==> src/rtl/core/gas_pkg.sv <==
// ----------------------------------------------------------------------------
// gas_pkg: glyph atlas shelf allocator shared definitions
// Field widths and status codes used by the channel interfaces and the core.
// ----------------------------------------------------------------------------
package gas_pkg;

  localparam int GLYPH_W    = 10;
  localparam int CELL_W     = 11;
  localparam int STATUS_W   = 2;
  localparam int PAGE_IDX_W = 6;
  localparam int POS_W      = 9;
  localparam int CELL_OUT_W = 9;

  localparam logic [STATUS_W-1:0] ST_PLACED    = 2'd0;
  localparam logic [STATUS_W-1:0] ST_TOO_LARGE = 2'd1;
  localparam logic [STATUS_W-1:0] ST_NO_PAGE   = 2'd2;

  typedef struct packed {
    logic [GLYPH_W-1:0] glyph_width;
    logic [GLYPH_W-1:0] glyph_height;
  } req_t;

  typedef struct packed {
    logic [STATUS_W-1:0]   status;
    logic [PAGE_IDX_W-1:0] page_index;
    logic [POS_W-1:0]      draw_x;
    logic [POS_W-1:0]      draw_y;
    logic [CELL_OUT_W-1:0] cell_width;
    logic [CELL_OUT_W-1:0] cell_height;
    logic                  new_page;
  } res_t;

endpackage

==> src/rtl/core/gas_req_if.sv <==
// ----------------------------------------------------------------------------
// gas_req_if: glyph request channel
// Valid/ready channel carrying one glyph size request per item.
// ----------------------------------------------------------------------------
interface gas_req_if;

  logic                        valid;
  logic                        ready;
  logic [gas_pkg::GLYPH_W-1:0] glyph_width;
  logic [gas_pkg::GLYPH_W-1:0] glyph_height;

  modport source (output valid, output glyph_width, output glyph_height, input ready);
  modport sink   (input valid, input glyph_width, input glyph_height, output ready);

endinterface

==> src/rtl/core/gas_res_if.sv <==
// ----------------------------------------------------------------------------
// gas_res_if: allocation result channel
// Valid/ready channel carrying one placement result per item.
// ----------------------------------------------------------------------------
interface gas_res_if;

  logic                           valid;
  logic                           ready;
  logic [gas_pkg::STATUS_W-1:0]   status;
  logic [gas_pkg::PAGE_IDX_W-1:0] page_index;
  logic [gas_pkg::POS_W-1:0]      draw_x;
  logic [gas_pkg::POS_W-1:0]      draw_y;
  logic [gas_pkg::CELL_OUT_W-1:0] cell_width;
  logic [gas_pkg::CELL_OUT_W-1:0] cell_height;
  logic                           new_page;

  modport source (output valid, output status, output page_index, output draw_x,
                  output draw_y, output cell_width, output cell_height,
                  output new_page, input ready);
  modport sink   (input valid, input status, input page_index, input draw_x,
                  input draw_y, input cell_width, input cell_height,
                  input new_page, output ready);

endinterface

==> src/rtl/core/glyph_atlas_shelf_allocator.sv <==
// ----------------------------------------------------------------------------
// glyph_atlas_shelf_allocator: shelf packer for a glyph texture atlas
// Rounds glyph sizes to power-of-two cells and places them in rows on
// square pages, opening a new page when needed.
// ----------------------------------------------------------------------------
// Usage:
//   req (sink)   : one glyph width/height per item, taken on valid && ready.
//   res (source) : one result item per request, in request order: status,
//                  page, cell origin, rounded cell size and new-page flag.
//   A taken request waits in the input register until its result moves to
//   the output register. Throughput: one item per cycle while res.ready is
//   high, set by one update of the page/row/cursor registers per item.
//   An input register holds one item while a result waits in the output
//   register, so one further request is taken during a stall; after that
//   req.ready stays low until res.ready returns.
//   Rejected requests (too large, out of pages) leave the page state alone.
//   Reset (rst, synchronous) empties both registers and returns to no page
//   open, row height zero and cursor at the origin. Texture creation and
//   clearing are up to software, which watches new_page.
// ----------------------------------------------------------------------------
module glyph_atlas_shelf_allocator #(
  parameter int PAGE_SIZE = 512,
  parameter int MIN_CELL  = 16,
  parameter int MAX_CELL  = 256,
  parameter int MAX_PAGES = 64
) (
  input  logic      clk,
  input  logic      rst,
  gas_req_if.sink   req,
  gas_res_if.source res
);

  localparam int AW = $clog2(PAGE_SIZE + 2 * MAX_CELL + 1);
  localparam int PW = $clog2(MAX_PAGES + 1);
  localparam int CW = gas_pkg::CELL_W;
  localparam int GW = gas_pkg::GLYPH_W;

  localparam logic [CW-1:0] MIN_V    = CW'(MIN_CELL);
  localparam logic [CW-1:0] MAX_V    = CW'(MAX_CELL);
  localparam logic [AW-1:0] PAGE_V   = AW'(PAGE_SIZE);
  localparam logic [PW-1:0] PAGES_V  = PW'(MAX_PAGES);

  function automatic logic [CW-1:0] round_cell(input logic [GW-1:0] v);
    logic [GW-1:0] s;
    s = v - GW'(1);
    s = s | (s >> 1);
    s = s | (s >> 2);
    s = s | (s >> 4);
    s = s | (s >> 8);
    if (CW'(v) <= MIN_V) begin
      return MIN_V;
    end
    return CW'(s) + CW'(1);
  endfunction

  // input register
  logic         in_full;
  gas_pkg::req_t in_q;

  // output register
  logic          out_valid;
  gas_pkg::res_t out_q;
  gas_pkg::res_t out_next;

  // page state
  logic [PW-1:0] pages_used;
  logic [CW-1:0] row_height;
  logic [AW-1:0] cursor_x;
  logic [AW-1:0] cursor_y;
  logic [PW-1:0] pages_used_next;
  logic [CW-1:0] row_height_next;
  logic [AW-1:0] cursor_x_next;
  logic [AW-1:0] cursor_y_next;

  logic          advance;
  logic [CW-1:0] cw;
  logic [CW-1:0] ch;
  logic          too_large;
  logic          fresh;
  logic          no_page;
  logic          placed;
  logic          wrap;
  logic [AW-1:0] x0;
  logic [AW-1:0] y0;
  logic [CW-1:0] rh;
  logic [AW-1:0] dx;
  logic [AW-1:0] dy;

  assign advance   = in_full && (!out_valid || res.ready);
  assign req.ready = !in_full || advance;

  always_comb begin
    cw        = round_cell(in_q.glyph_width);
    ch        = round_cell(in_q.glyph_height);
    too_large = (ch > MAX_V) || (cw > MAX_V);
    fresh     = (pages_used == '0) || (row_height != ch) ||
                ((cursor_y + AW'(ch) >= PAGE_V) && (cursor_x + AW'(cw) >= PAGE_V));
    no_page   = !too_large && fresh && (pages_used >= PAGES_V);
    placed    = !too_large && !no_page;

    x0   = fresh ? '0 : cursor_x;
    y0   = fresh ? '0 : cursor_y;
    rh   = fresh ? ch : row_height;
    wrap = (x0 + AW'(cw)) >= PAGE_V;
    dx   = wrap ? '0 : x0;
    dy   = wrap ? (y0 + AW'(rh)) : y0;

    pages_used_next = pages_used;
    row_height_next = row_height;
    cursor_x_next   = cursor_x;
    cursor_y_next   = cursor_y;
    out_next        = '0;

    priority if (too_large) begin
      out_next.status = gas_pkg::ST_TOO_LARGE;
    end else if (no_page) begin
      out_next.status = gas_pkg::ST_NO_PAGE;
    end else begin
      pages_used_next      = pages_used + PW'(fresh);
      row_height_next      = rh;
      cursor_x_next        = dx + AW'(cw);
      cursor_y_next        = dy;
      out_next.status      = gas_pkg::ST_PLACED;
      out_next.page_index  = gas_pkg::PAGE_IDX_W'(pages_used_next - PW'(1));
      out_next.draw_x      = gas_pkg::POS_W'(dx);
      out_next.draw_y      = gas_pkg::POS_W'(dy);
      out_next.cell_width  = gas_pkg::CELL_OUT_W'(cw);
      out_next.cell_height = gas_pkg::CELL_OUT_W'(ch);
      out_next.new_page    = fresh;
    end
  end

  always_ff @(posedge clk) begin
    if (rst) begin
      in_full    <= 1'b0;
      out_valid  <= 1'b0;
      pages_used <= '0;
      row_height <= '0;
      cursor_x   <= '0;
      cursor_y   <= '0;
    end else begin
      if (req.valid && req.ready) begin
        in_full <= 1'b1;
      end else if (advance) begin
        in_full <= 1'b0;
      end
      if (advance) begin
        out_valid  <= 1'b1;
        pages_used <= pages_used_next;
        row_height <= row_height_next;
        cursor_x   <= cursor_x_next;
        cursor_y   <= cursor_y_next;
      end else if (res.ready) begin
        out_valid <= 1'b0;
      end
    end
  end

  always_ff @(posedge clk) begin
    if (req.valid && req.ready) begin
      in_q.glyph_width  <= req.glyph_width;
      in_q.glyph_height <= req.glyph_height;
    end
    if (advance) begin
      out_q <= out_next;
    end
  end

  assign res.valid       = out_valid;
  assign res.status      = out_q.status;
  assign res.page_index  = out_q.page_index;
  assign res.draw_x      = out_q.draw_x;
  assign res.draw_y      = out_q.draw_y;
  assign res.cell_width  = out_q.cell_width;
  assign res.cell_height = out_q.cell_height;
  assign res.new_page    = out_q.new_page;

  // page state moves only when an item is processed
  a_state_hold: assert property (@(posedge clk) disable iff (rst)
    !advance |=> $stable(pages_used) && $stable(cursor_x) && $stable(cursor_y)
                 && $stable(row_height))
    else $error("page state changed without an item");

  // a new page takes the cell height of the item that opened it
  a_fresh_row: assert property (@(posedge clk) disable iff (rst)
    advance && placed && fresh |=> (row_height == $past(ch)) && (cursor_y == $past(dy)))
    else $error("new page row height mismatch");

  a_page_limit: assert property (@(posedge clk) disable iff (rst)
    pages_used <= PAGES_V)
    else $error("page count beyond limit");

  // a held request is not lost while the result stalls
  a_in_hold: assert property (@(posedge clk) disable iff (rst)
    in_full && !advance |=> in_full && $stable(in_q))
    else $error("held request dropped");

endmodule

==> src/flat_wrapper.sv <==
// flat-port wrapper written by rule: the top's interface ports become plain ports
module glyph_atlas_shelf_allocator_flat 
#(
  parameter int PAGE_SIZE = 512,
  parameter int MIN_CELL  = 16,
  parameter int MAX_CELL  = 256,
  parameter int MAX_PAGES = 64
)
  (clk, rst, req_valid, req_glyph_width, req_glyph_height, req_ready, res_valid, res_status, res_page_index, res_draw_x, res_draw_y, res_cell_width, res_cell_height, res_new_page, res_ready);
  gas_req_if req_i ();
  gas_res_if res_i ();
  input  logic clk;
  input  logic rst;
  input wire logic [$bits(req_i.valid)-1:0] req_valid;
  input wire logic [$bits(req_i.glyph_width)-1:0] req_glyph_width;
  input wire logic [$bits(req_i.glyph_height)-1:0] req_glyph_height;
  output wire logic [$bits(req_i.ready)-1:0] req_ready;
  output wire logic [$bits(res_i.valid)-1:0] res_valid;
  output wire logic [$bits(res_i.status)-1:0] res_status;
  output wire logic [$bits(res_i.page_index)-1:0] res_page_index;
  output wire logic [$bits(res_i.draw_x)-1:0] res_draw_x;
  output wire logic [$bits(res_i.draw_y)-1:0] res_draw_y;
  output wire logic [$bits(res_i.cell_width)-1:0] res_cell_width;
  output wire logic [$bits(res_i.cell_height)-1:0] res_cell_height;
  output wire logic [$bits(res_i.new_page)-1:0] res_new_page;
  input wire logic [$bits(res_i.ready)-1:0] res_ready;
  assign req_i.valid = req_valid;
  assign req_i.glyph_width = req_glyph_width;
  assign req_i.glyph_height = req_glyph_height;
  assign req_ready = req_i.ready;
  assign res_valid = res_i.valid;
  assign res_status = res_i.status;
  assign res_page_index = res_i.page_index;
  assign res_draw_x = res_i.draw_x;
  assign res_draw_y = res_i.draw_y;
  assign res_cell_width = res_i.cell_width;
  assign res_cell_height = res_i.cell_height;
  assign res_new_page = res_i.new_page;
  assign res_i.ready = res_ready;
  glyph_atlas_shelf_allocator #(.PAGE_SIZE(PAGE_SIZE), .MIN_CELL(MIN_CELL), .MAX_CELL(MAX_CELL), .MAX_PAGES(MAX_PAGES)) u_core (.clk(clk), .rst(rst), .req(req_i), .res(res_i));
endmodule
==> config.mk <==
export PLATFORM = sky130hd
export DESIGN_NAME = glyph_atlas_shelf_allocator_flat
export DESIGN_NICKNAME = d
export VERILOG_FILES = /design/src/rtl/core/gas_pkg.sv /design/src/rtl/core/gas_req_if.sv /design/src/rtl/core/gas_res_if.sv /design/src/rtl/core/glyph_atlas_shelf_allocator.sv /design/src/flat_wrapper.sv
export SDC_FILE = /design/constraint.sdc
export NUM_CORES = 1
export LEC_CHECK = 0
export ABC_AREA = 1
export BUFFER_PORTS_ARGS = -buffer_cell sky130_fd_sc_hd__clkbuf_2
export CORE_UTILIZATION = 40
export CTS_CLUSTER_SIZE = 40
export DETAILED_ROUTE_END_ITERATION = 10
export RECOVER_POWER = 100
export SLEW_MARGIN = 20
export SYNTH_ARGS = -nofsm -noshare
export SYNTH_HDL_FRONTEND = slang
export SYNTH_SLANG_ARGS = --single-unit
==> constraint.sdc <==
create_clock -name clk -period 21.1 [get_ports clk]
set_input_delay 0 -clock clk [delete_from_list [all_inputs] [get_ports clk]]
set_output_delay 0 -clock clk [all_outputs]
set_load 0.03 [all_outputs]
# After elaboration in Yosys (flattened, before gate mapping)
# Index checks and enable logic that the tools add are counted.
# W data, S select, Z words.
# classes
add_sub_neg	11
magnitude_cmp	8
n_eq_ne	1
muxes	16
bitwise	10
n_reduce_logical	18
# op_table
op	n
$mux W11	9
$add A11 B11 Y11	5
$ge A11 B10 Y1 const B	3
$add A10 B1 Y11 const B	2
$gt A11 B9 Y1 const B	2
$le A10 B5 Y1 const B	2
$or A10 B2 Y10	2
$or A10 B6 Y10	2
$or A10 B8 Y10	2
$or A10 B9 Y10	2
$sub A10 B1 Y10 const B	2
$ne A11 B11 Y1	1
$add A7 B1 Y7	1
$ge A7 B7 Y1 const B	1
$logic_not A7 Y1	1
$mux W1	6
$sub A6 B1 Y6 const B	1
$logic_and A1 B1 Y1	5
$logic_or A1 B1 Y1	5
$reduce_bool A2 Y1	2
$logic_not A1 Y1	3
$reduce_and A3 Y1	1
$mux W2	1
$not A1 Y1	2
$reduce_or A2 Y1	1
# word_totals
ff_bits	107
input_bits	24
out_inout_bits	47
word_cells	79

# Depth between registers and ports, before layout
# Gate-level depths: netlist of run 1.
# depth
word_depth	16
depth_mapped	59
ltp_nobuf	56

# Worst setup path after synthesis of run 1
# No wires, ideal clock.
# synth_timing
path_type	reg-to-reg
start	register u_core.in_q[10] (netlist bit)
end	register u_core.cursor_x[10]
setup_ns	0.120
arrival_ns	6.978
t_required_ns	20.980
slack_ns	14.003
stages_incl_launch_ff	56
path_buffers	3
period_less_slack_ns	7.097
cell_sequence	edfxtp_1 inv_1 ha_1 nand2_1 inv_1 nand2_1 nand2_1 nand2_1 nor2_2 nand3_1 inv_1 nand2_1 ha_1 inv_1 nor2_1 nand3_1 nand2_1 nor2_1 (+20 left out) o21bai_1 xor2_1 nand3_2 buf_2 nor3_1 ha_1 a21oi_1 o21ai_0 a21oi_1 inv_1 a21oi_1 o21bai_1 nand2_1 nand2_1 a21oi_1 xor2_1 xor2_1 a21oi_2
# synth_between
elab_chain_len	16
elab_cells_between_ends	26
classes_between	5 x add/sub; 4 x order compare; 4 x mux; 6 x bitwise; 7 x reduce/logical
# synth_lines
item	line	text
start: declaration	glyph_atlas_shelf_allocator.sv:58	gas_pkg::req_t in_q;
$sub A10 B1 Y10	glyph_atlas_shelf_allocator.sv:45	s = v - GW'(1);
$or A10 B9 Y10	glyph_atlas_shelf_allocator.sv:46	s = s | (s >> 1);
$or A10 B8 Y10	glyph_atlas_shelf_allocator.sv:47	s = s | (s >> 2);
$or A10 B6 Y10	glyph_atlas_shelf_allocator.sv:48	s = s | (s >> 4);
$or A10 B2 Y10	glyph_atlas_shelf_allocator.sv:49	s = s | (s >> 8);
$add A10 B1 Y11	glyph_atlas_shelf_allocator.sv:53	return CW'(s) + CW'(1);
$mux W11 *	glyph_atlas_shelf_allocator.sv:53	
named net u_core.cw[4]	glyph_atlas_shelf_allocator.sv:76	logic [CW-1:0] cw;
(+3 left out)	-	
$logic_or A1 B1 Y1 *	glyph_atlas_shelf_allocator.sv:96	fresh = (pages_used == '0) || (row_height != ch) ||
named net u_core.fresh	glyph_atlas_shelf_allocator.sv:79	logic fresh;
$mux W11 *	glyph_atlas_shelf_allocator.sv:101	x0 = fresh ? '0 : cursor_x;
$add A11 B11 Y11	glyph_atlas_shelf_allocator.sv:104	wrap = (x0 + AW'(cw)) >= PAGE_V;
$ge A11 B10 Y1	glyph_atlas_shelf_allocator.sv:104	
$mux W11 *	glyph_atlas_shelf_allocator.sv:105	dx = wrap ? '0 : x0;
named net u_core.dx[3]	glyph_atlas_shelf_allocator.sv:86	logic [AW-1:0] dx;
$add A11 B11 Y11 *	glyph_atlas_shelf_allocator.sv:121	cursor_x_next = dx + AW'(cw);
end signal: assignment	glyph_atlas_shelf_allocator.sv:151	cursor_x <= cursor_x_next;
end: declaration	glyph_atlas_shelf_allocator.sv:68	logic [AW-1:0] cursor_x;
# Mark *: on every way through the listed nets, which the timed path passes. The rest lies on a longest branch.
# A chain may end at the register's enable or synchronous reset.

# Worst setup path in the final report of run 1
# layout_timing
start	register u_core.in_q[10] (netlist bit)
end	register u_core.cursor_x[10]
# layout_between
elab_chain_len	16
elab_cells_between_ends	26
classes_between	5 x add/sub; 4 x order compare; 4 x mux; 6 x bitwise; 7 x reduce/logical
# layout_lines
item	line	text
$sub A10 B1 Y10	glyph_atlas_shelf_allocator.sv:45	
$or A10 B9 Y10	glyph_atlas_shelf_allocator.sv:46	
$or A10 B8 Y10	glyph_atlas_shelf_allocator.sv:47	
$or A10 B6 Y10	glyph_atlas_shelf_allocator.sv:48	
$or A10 B2 Y10	glyph_atlas_shelf_allocator.sv:49	
$add A10 B1 Y11	glyph_atlas_shelf_allocator.sv:53	
$mux W11 *	glyph_atlas_shelf_allocator.sv:53	
named net u_core.cw[4]	glyph_atlas_shelf_allocator.sv:76	
(+2 left out)	-	
$logic_and A1 B1 Y1	glyph_atlas_shelf_allocator.sv:97	((cursor_y + AW'(ch) >= PAGE_V) && (cursor_x + AW'(cw) >= PAGE_V));
$logic_or A1 B1 Y1	glyph_atlas_shelf_allocator.sv:96	
$mux W11	glyph_atlas_shelf_allocator.sv:101	
$add A11 B11 Y11	glyph_atlas_shelf_allocator.sv:104	
$ge A11 B10 Y1	glyph_atlas_shelf_allocator.sv:104	
$mux W11 *	glyph_atlas_shelf_allocator.sv:105	
named net u_core.dx[3]	glyph_atlas_shelf_allocator.sv:86	
$add A11 B11 Y11 *	glyph_atlas_shelf_allocator.sv:121	
# Marks and branches as above.

==> results of run 1 <==
## power by group through the flow
stage	clock network, mW	registers (mW)	logic (mW)
2_1_floorplan	0	0.246	0.0379
3_3_place_gp	0	0.239	0.0619
3_5_place_dp	0	0.239	0.0618
4_1_cts	0.167	0.234	0.0656
5_1_grt	0.175	0.235	0.0699
6_report	0.161	0.234	0.0624
## area by class of cell
cell class	count	area, sq um
Fill cell	1860	9820
Multi-Input combinational cell	716	4010
Sequential cell	107	2790
Timing Repair Buffer	97	543
Inverter	144	542
Tap cell	229	287
Clock buffer	12	246
Clock inverter	4	26.3
## critical path, delay by kind of cell (launching register included)
family | cells | cell delay, ps
simple gates | 24 | 3720
compound gates | 14 | 1920
xor+xnor | 3 | 1110
buf+inv | 7 | 1890
flops | 1 | 390
fa+ha+maj | 5 | 1640
## how the worst min path moves through the flow
stage	to	slack [ps]	depth (start not counted)
after detailed placement	u_core.in_q[6]$_DFFE_PP_	180	1
after global routing	u_core.in_q[17]$_DFFE_PP_	340	2
after CTS	u_core.in_q[17]$_DFFE_PP_	340	2
after global placement	u_core.in_q[8]$_DFFE_PP_	180	1
final	u_core.in_q[11]$_DFFE_PP_	350	2
after floorplan	u_core.in_full$_SDFFE_PP0P_	70	1
## sequential cells by signal (all words and copies together), names as in the netlist
signal,cells
u_core.res.cell_width,9
u_core.res.status,2
u_core.in_full,1
u_core.res.page_index,6
u_core.res.valid,1
u_core.pages_used,7
u_core.res.draw_x,9
u_core.res.draw_y,9
u_core.in_q,20
u_core.res.cell_height,9
u_core.res.new_page,1
u_core.cursor_x,11
u_core.row_height,11
u_core.cursor_y,11
## cell usage after synthesis, types with 5 or more instances
library cell  instances
o21ai_1              19
edfxtp_1             65
nand2_2               7
a21oi_1              71
inv_2                 5
buf_4                 5
nor2_1              124
nor2_2                9
nand3_1              39
dfxtp_1              42
clkbuf_1              6
nand2_1             201
buf_2                12
fa_1                  5
xnor2_1               7
xor2_1               26
nor3_1               19
nand4_1              26
ha_1                 61
nor4_2                8
o21bai_1              5
inv_1               137
a21oi_2              13
o21ai_0              35
## per-layer routing
layer,track usage,routed length [um],vias up
li1,-,-,3413
met1,0.248,8350,2970
met2,0.341,8730,136
met3,0.0296,613,33
met4,0.0752,422,0
met5,0,0,-
## cell families (layout without fill, tap and decap cells)
family / Yosys count / after routing
AO/OA/AOI/OAI: 154 / 154
XOR/XNOR: 33 / 33
adder cells (fa/ha/maj): 66 / 66
buffers and inverters: 169 / 257
flip-flops: 107 / 107
other: 1 / 7
AND/OR/NAND/NOR: 456 / 456
## stage by stage
step                hold WS, ps  std cells
floorplan                  69.1        992
global placement            176       1269
detailed placement          179       1269
CTS                         340       1309
global route                339       1309
finish                      348       1309
## timing repair
| action | 4_1_cts | 5_1_grt |
|---|---|---|
| setup buffers | 0 | 0 |
| hold buffers | 24 | 0 |
| setup endpoints to repair | 0 | 0 |
| hold endpoints to repair | 25 | 0 |
==> impl_metrics.ini, run 1 <==
[layout]
synthToLayoutAreaGrowth_pct = 11.5
layout_common_cells = nand2_1, inv_1, nor2_1
drive_gt1_frac = 0.0722
antennaDiodeCount = 0
fin_util = 0.462
stdcell_area_sq_um = 8450
final_common_cell = nand2_1
final_net_count = 1165

[sta]
finalClockSkew_ps = 5.78
fmax_mhz = 92.3
fin_crit_ps = 10830
setup_viol = 0
setup_tns_ps = 0
rsz0062_at_grt = false
slew_violations = 128
worstMarginPinSlew_ps = 2690
hold_viol = 0
setup_ws_ps = 10270
fin_crit_sh = 0.513
slew_headroom = -0.795

[clocking]
cts-resized-gates = 0
cts_tree = done
cts_sinks = 107
root_buffer = clkbuf_16
cts_made_buffers = 9
htree_levels = 3
clk_path_buf_depth = 2
cts.reportedPaths.clkPinSlew_ps = 70
clk_latency_ps = 360

[power]
power_frac_clock = 0.353
power_density_nw_per_um2 = 54.2
p_total_mw = 0.458
power.switching_mw = 0.126
leakagePower_nw = 3.75
p_seq_frac = 0.511
ir_drop_uv = 39.4
combPwrFrac = 0.136
p_int_mw = 0.332
sw_frac_of_total = 0.275

[routing]
drt_first_pass_iters = 5
ant_nets = 0
routed_wl_um = 18100
vias = 6552
avgViaCountPerCell = 5.01
drtIter0Drc = 606
drc_errors = 0
wl_per_cell_um = 13.8

[floorplan]
die_x_um = 140
pin_count = 71
die_h_um = 140
rows = 49
dieArea_sq_um = 19500
core_sq_um = 18300
start_util = 0.415

[logic_synthesis]
ys_seq_area_frac = 0.368
synth-compound-area-share = 0.115
yosys.area.top_type = edfxtp_1
synth_top_family_by_area = simple AND/OR/NAND/NOR gates
synthSimpleGateAreaFrac = 0.274
synth_area_leaders = edfxtp_1, dfxtp_1, ha_1
yosys_warnings = 0
synth_fa_ha_area_frac = 0.114
synth-seq-cells = 107
ys.flop_type = edfxtp_1
synth_cell_types = 45
syn-cell-area_sq_um = 7580
async_reset_ff_frac = 0
synthMuxAreaShare = 0
synth_edf_count = 65
synth_top_area_frac = 0.258
synth_xor_area_frac = 0.0381
netlist_instances = 986
avgSynthCellArea_sq_um = 7.69

[worst_setup_path]
start_kind = register
worstPathArrival_ps = 11050
cp.required_ps = 21310
slowest_delay_ps = 1250
cp_max_fo = 38
cp-end-kind = register
crit_top_cell = nand2_1
worst_path_max_delay_cell = clkbuf_1
regToRegSetupSlack_ps = 10270
r2r-end = u_core.cursor_x[10]$_SDFFE_PP0P_
path_class = reg -> reg
r2r-start = u_core.in_q[10]$_DFFE_PP_
crit_end = u_core.cursor_x[10]$_SDFFE_PP0P_
reg2reg_depth = 53
crit_path_start = u_core.in_q[10]$_DFFE_PP_

[global_routing]
grt_max_degree = 48
grt_pass1_wl_um = 30400
first_global_vias = 6166
grt-ovfl-total = 0
antenna_found_initial = 0
track_usage = 0.197

[place]
placed_area_sq_um = 8120
gp_congestion = 0.910
post-place-ws_ps = 11870
hpwlAfterDp_um = 13200
portBuffers = 70

[hold_path]
hold_path.class = in -> reg
min_from = req_glyph_width[1]

[run_status]
violations = max-capacitance violations, max-slew violations
status = finished with violations

[run]
maxCapViolations = 3
Power figures use the tool's default switching activity.
==> run 2: changes to the inputs <==
--- a/config.mk
+++ b/config.mk
@@ -5,7 +5,7 @@
 export SDC_FILE = /design/constraint.sdc
 export NUM_CORES = 1
 export LEC_CHECK = 0
-export ABC_AREA = 1
+export ABC_AREA = 0
 export BUFFER_PORTS_ARGS = -buffer_cell sky130_fd_sc_hd__clkbuf_2
 export CORE_UTILIZATION = 40
 export CTS_CLUSTER_SIZE = 40
==> constraint.sdc (replaced) <==
create_clock -name clk -period 9.15 [get_ports clk]
set_input_delay 0 -clock clk [delete_from_list [all_inputs] [get_ports clk]]
set_output_delay 0 -clock clk [all_outputs]
set_load 0.03 [all_outputs]
==> impl_metrics.ini, run 2 <==
[run_status]
status = finished with violations
violations = max-capacitance violations, max-slew violations

[global_routing]
grt_max_degree = 61
first_global_vias = 6406
track_usage = 0.209
grt_pass1_wl_um = 32400
antenna_found_initial = 0
grt-ovfl-total = 0

[sta]
fin_crit_ps = 8550
fin_hold_ws_ps = 349
finalClockSkew_ps = 9.65
slew_violations = 114
fin_crit_sh = 0.934
slew_headroom = -1.07
worstMarginPinSlew_ps = 3110
setup_viol = 0
fmax_mhz = 117
hold_viol = 0
setup_ws_ps = 601

[power]
leakagePower_nw = 3.65
ir_drop_uv = 82.8
p_total_mw = 1.14
power_density_nw_per_um2 = 125

[layout]
antennaDiodeCount = 0
final_common_cell = edfxtp_1
layout_common_cells = edfxtp_1, a21oi_1, nor2_1, ha_1, inv_1
largest_reg_flops = 20
nFillCells = 1834
final_net_count = 1056
synthToLayoutAreaGrowth_pct = 18.7
drive_gt1_frac = 0.133
final_cells = 1205
largest-register = u_core.in_q

[place]
gp_congestion = 0.925
post-place-ws_ps = -186
portBuffers = 70
place_inst = 1163
hpwlAfterDp_um = 14300

[logic_synthesis]
synth_area_leaders = edfxtp_1, dfxtp_1, ha_1
synth_edf_count = 65
synth.most_common_cell = a21oi_1
netlist_instances = 858
synthTopCellsByCount = a21oi_1, edfxtp_1, nor2_1
ys_seq_area_frac = 0.365
yosys.area.top_type = edfxtp_1
synth_cell_types = 81
avgSynthCellArea_sq_um = 8.93
synth-compound-area-share = 0.202
synth_top_area_frac = 0.255
synth-seq-cells = 107
yosys_warnings = 0
synthSimpleGateAreaFrac = 0.218
ys.flop_type = edfxtp_1
synth_top_family_by_area = simple AND/OR/NAND/NOR gates
synth_fa_ha_area_frac = 0.113
syn-cell-area_sq_um = 7660
synthMuxAreaShare = 0.00980
async_reset_ff_frac = 0
synth_xor_area_frac = 0.0400

[worst_setup_path]
start_kind = register
worst_path_max_delay_cell = or4b_4
cp-end-kind = register
cp.required_ps = 9400
reg2reg_depth = 45
worstPathArrival_ps = 8800
regToRegSetupSlack_ps = 600
cp_max_fo = 13
slowest_delay_ps = 490
path_class = reg -> reg

[clocking]
cts_sinks = 107
clk_path_buf_depth = 2
root_buffer = clkbuf_16
clk_latency_ps = 360
htree_levels = 3
cts.reportedPaths.clkPinSlew_ps = 80
cts_tree = done
cts_made_buffers = 9

[routing]
avgViaCountPerCell = 5.59
drtIter0Drc = 423
wl_per_cell_um = 16.7
vias = 6740
drc_errors = 0
routed_wl_um = 20200
drt_first_pass_iters = 4
ant_nets = 0

[floorplan]
dieArea_sq_um = 19700
core_sq_um = 18800
die_x_um = 140
die_h_um = 140
start_util = 0.408
rows = 50
pin_count = 71

[hold_path]
hold_path.class = in -> reg
whs_path_depth = 2

[run]
maxCapViolations = 2
## run 2: changes by cell type after synthesis, sizes merged, moves of 17 or more
cell    before  now
a211oi       0   18
a21oi       85   67
and2         1   33
and3         2   25
clkbuf       6   34
inv        142   55
nand2      210   47
nand4       26    9
nor2       135   64
xnor2        7   26
xor2        26    9
## run 2: worst paths after layout
kind,startpoint,endpoint
min reg2reg,u_core.row_height[3]$_SDFFE_PP0P_,u_core.row_height[3]$_SDFFE_PP0P_
min,req_glyph_width[1],u_core.in_q[11]$_DFFE_PP_
max,u_core.in_q[10]$_DFFE_PP_,u_core.cursor_x[10]$_SDFFE_PP0P_
max reg2reg,u_core.in_q[10]$_DFFE_PP_,u_core.cursor_x[10]$_SDFFE_PP0P_
## run 2: through the flow
step	setup TNS, ps	utilization	area (sq um)
global route	-45.3	0.484	9090
CTS	0	0.480	9020
finish	0	0.484	9090
global placement	0	0.451	8460
detailed placement	-186	0.451	8460
floorplan	0	-	7680
## run 2: logic make-up after synthesis
family / Yosys count
adder cells (fa/ha/maj): 66
AND/OR/NAND/NOR: 308
AO/OA/AOI/OAI: 232
buffers and inverters: 102
multiplexers: 7
XOR/XNOR: 35
flip-flops: 107
other: 1
## run 2: layout make-up
cell class | count | area (sq um) | area share
clock inverter | 5 | 66.3 | 0.00729
tap | 234 | 293 | 0.0322
sequential | 107 | 2790 | 0.307
clock buffer | 11 | 254 | 0.0279
multi-input combinational | 655 | 4630 | 0.510
inverter | 55 | 206 | 0.0227
timing repair buffer | 138 | 846 | 0.0930
## run 2: layer usage
layer	routed length, um	global-route usage	vias to the layer above
li1	-	-	3392
met1	9220	0.260	3176
met2	9800	0.361	136
met3	598	0.0287	36
met4	552	0.0873	0
met5	0	0	-
## run 2: timing repair
action,in CTS,in global routing
pin swaps,1,9
gates resized for setup,6,32
hold buffers,22,0
buffers inserted,0,4
setup endpoints to repair,1,5
endpoints found under the hold margin,22,0
## run 2: critical path: cells and delay by family, from the launching register on
| kind | cells | cell delay (ps) |
|---|---|---|
| DFF | 1 | 430 |
| xor gates and xnor gates | 2 | 360 |
| adders and majority gates | 5 | 1500 |
| buffers and inverters | 3 | 300 |
| and+or+nand+nor | 14 | 2200 |
| AOI/OAI and AO/OA | 21 | 3650 |
## run 2: report_power, final
group | switching, mW | total, mW | internal [mW]
Sequential | 0.0140 | 0.543 | 0.529
Combinational | 0.112 | 0.172 | 0.0603
Clock | 0.192 | 0.425 | 0.233
Total | 0.318 | 1.14 | 0.822
==> run 3: changes to the inputs <==
--- a/config.mk
+++ b/config.mk
@@ -6,7 +6,8 @@
 export NUM_CORES = 1
 export LEC_CHECK = 0
 export ABC_AREA = 0
-export BUFFER_PORTS_ARGS = -buffer_cell sky130_fd_sc_hd__clkbuf_2
+export BUFFER_PORTS_ARGS = -buffer_cell sky130_fd_sc_hd__buf_2
+export CORE_ASPECT_RATIO = 0.8
 export CORE_UTILIZATION = 40
 export CTS_CLUSTER_SIZE = 40
 export DETAILED_ROUTE_END_ITERATION = 10
@@ -15,3 +16,4 @@
 export SYNTH_ARGS = -nofsm -noshare
 export SYNTH_HDL_FRONTEND = slang
 export SYNTH_SLANG_ARGS = --single-unit
+export TNS_END_PERCENT = 5
==> impl_metrics.ini, run 3 (same netlist as run 2, synthesis figures left out) <==
[layout]
stdcell_area_sq_um = 9190
largest_reg_flops = 20
final_cells = 1234
largest-register = u_core.in_q
drive_gt1_frac = 0.143
fin_util = 0.498
nFillCells = 1764
layout_common_cells = edfxtp_1, a21oi_1, nor2_1
synthToLayoutAreaGrowth_pct = 19.9
antennaDiodeCount = 0
final_common_cell = edfxtp_1
final_net_count = 1066

[global_routing]
antenna_found_initial = 0
grt_max_degree = 82
grt-ovfl-total = 0
track_usage = 0.213
first_global_vias = 6366
grt_pass1_wl_um = 33300

[worst_setup_path]
slowest_delay_ps = 500
start_kind = register
path_class = reg -> reg
worstPathArrival_ps = 8860
worst_path_max_delay_cell = or4b_4
cp-end-kind = register
cp.required_ps = 9410
cp_max_fo = 8

[sta]
fmax_mhz = 116
finalClockSkew_ps = 12.9
setup_ws_ps = 552
slew_headroom = -0.627
worstMarginPinSlew_ps = 2440
fin_crit_ps = 8600
fin_crit_sh = 0.940
slew_violations = 104
setup_viol = 0
fin_hold_ws_ps = 286
hold_viol = 0
setup_tns_ps = 0

[floorplan]
core_sq_um = 18400
start_util = 0.415
pin_count = 71
dieArea_sq_um = 19700
rows = 44
die_x_um = 157
die_h_um = 126

[clocking]
cts_made_buffers = 9
root_buffer = clkbuf_16
cts_tree = done
cts.reportedPaths.clkPinSlew_ps = 80
clk_latency_ps = 360
cts_sinks = 107
htree_levels = 3
clk_path_buf_depth = 2

[run_status]
status = finished with violations
violations = max-capacitance violations, max-slew violations

[routing]
avgViaCountPerCell = 5.56
ant_nets = 0
drt_first_pass_iters = 5
vias = 6858
drc_errors = 0
drtIter0Drc = 526
wl_per_cell_um = 16.5
routed_wl_um = 20400

[place]
portBuffers = 70
gp_congestion = 0.892
placed_area_sq_um = 8540
hpwlAfterDp_um = 14500
place_inst = 1190
post-place-ws_ps = -212

[power]
leakagePower_nw = 3.65
p_total_mw = 1.10
power_density_nw_per_um2 = 119
ir_drop_uv = 66.1

[hold_path]
hold_path.class = in -> reg

[run]
maxCapViolations = 3
==> run 3: final cells by class <==
class | instances | area, sq um | area share
clock inverters | 7 | 53.8 | 0.00586
inverters | 55 | 206 | 0.0225
flip-flops and latches | 107 | 2790 | 0.304
repair buffers | 148 | 922 | 0.100
clock buffers | 9 | 225 | 0.0245
multi-input cells | 655 | 4670 | 0.508
well taps | 253 | 317 | 0.0345
==> run 3: final timing paths <==
kind              cells after the start                              start  slack (ps)                                 to
setup / recovery                     45          u_core.in_q[11]$_DFFE_PP_         550   u_core.cursor_x[10]$_SDFFE_PP0P_
hold / removal                        2                                rst         290        u_core.in_full$_SDFFE_PP0P_
setup reg to reg                     45          u_core.in_q[11]$_DFFE_PP_         550   u_core.cursor_x[10]$_SDFFE_PP0P_
hold reg to reg                       1  u_core.row_height[0]$_SDFFE_PP0P_         490  u_core.row_height[0]$_SDFFE_PP0P_
==> run 3: timing repair <==
action | in CTS | in global routing
hold buffers | 23 | 0
resized for setup | 5 | 35
setup endpoints to repair | 2 | 6
setup buffers | 1 | 4
hold endpoints to repair | 22 | 0
pin swaps | 3 | 14
==> run 3: metal layers <==
layer,track usage,up-vias,wire length (um)
li1,-,3403,-
met1,0.294,3287,9890
met2,0.347,154,9590
met3,0.0385,14,693
met4,0.0461,0,226
met5,0,-,0
==> run 3: power breakdown <==
| part | internal (mW) | total [mW] | leakage [nW] | switching [mW] |
|---|---|---|---|---|
| Clock | 0.186 | 0.377 | 0.130 | 0.191 |
| Combinational | 0.0633 | 0.179 | 2.55 | 0.115 |
| Sequential | 0.528 | 0.541 | 0.968 | 0.0131 |
| Total | 0.778 | 1.10 | 3.65 | 0.319 |
==> run 3: worst max-delay path: cells and delay by family, from the launching register on <==
family / cells / cell delay, ps
DFF: 1 / 430
and+or+nand+nor: 12 / 2010
AOI/OAI and AO/OA: 23 / 4190
adders and majority gates: 5 / 1030
buffers and inverters: 3 / 430
xor gates and xnor gates: 2 / 410
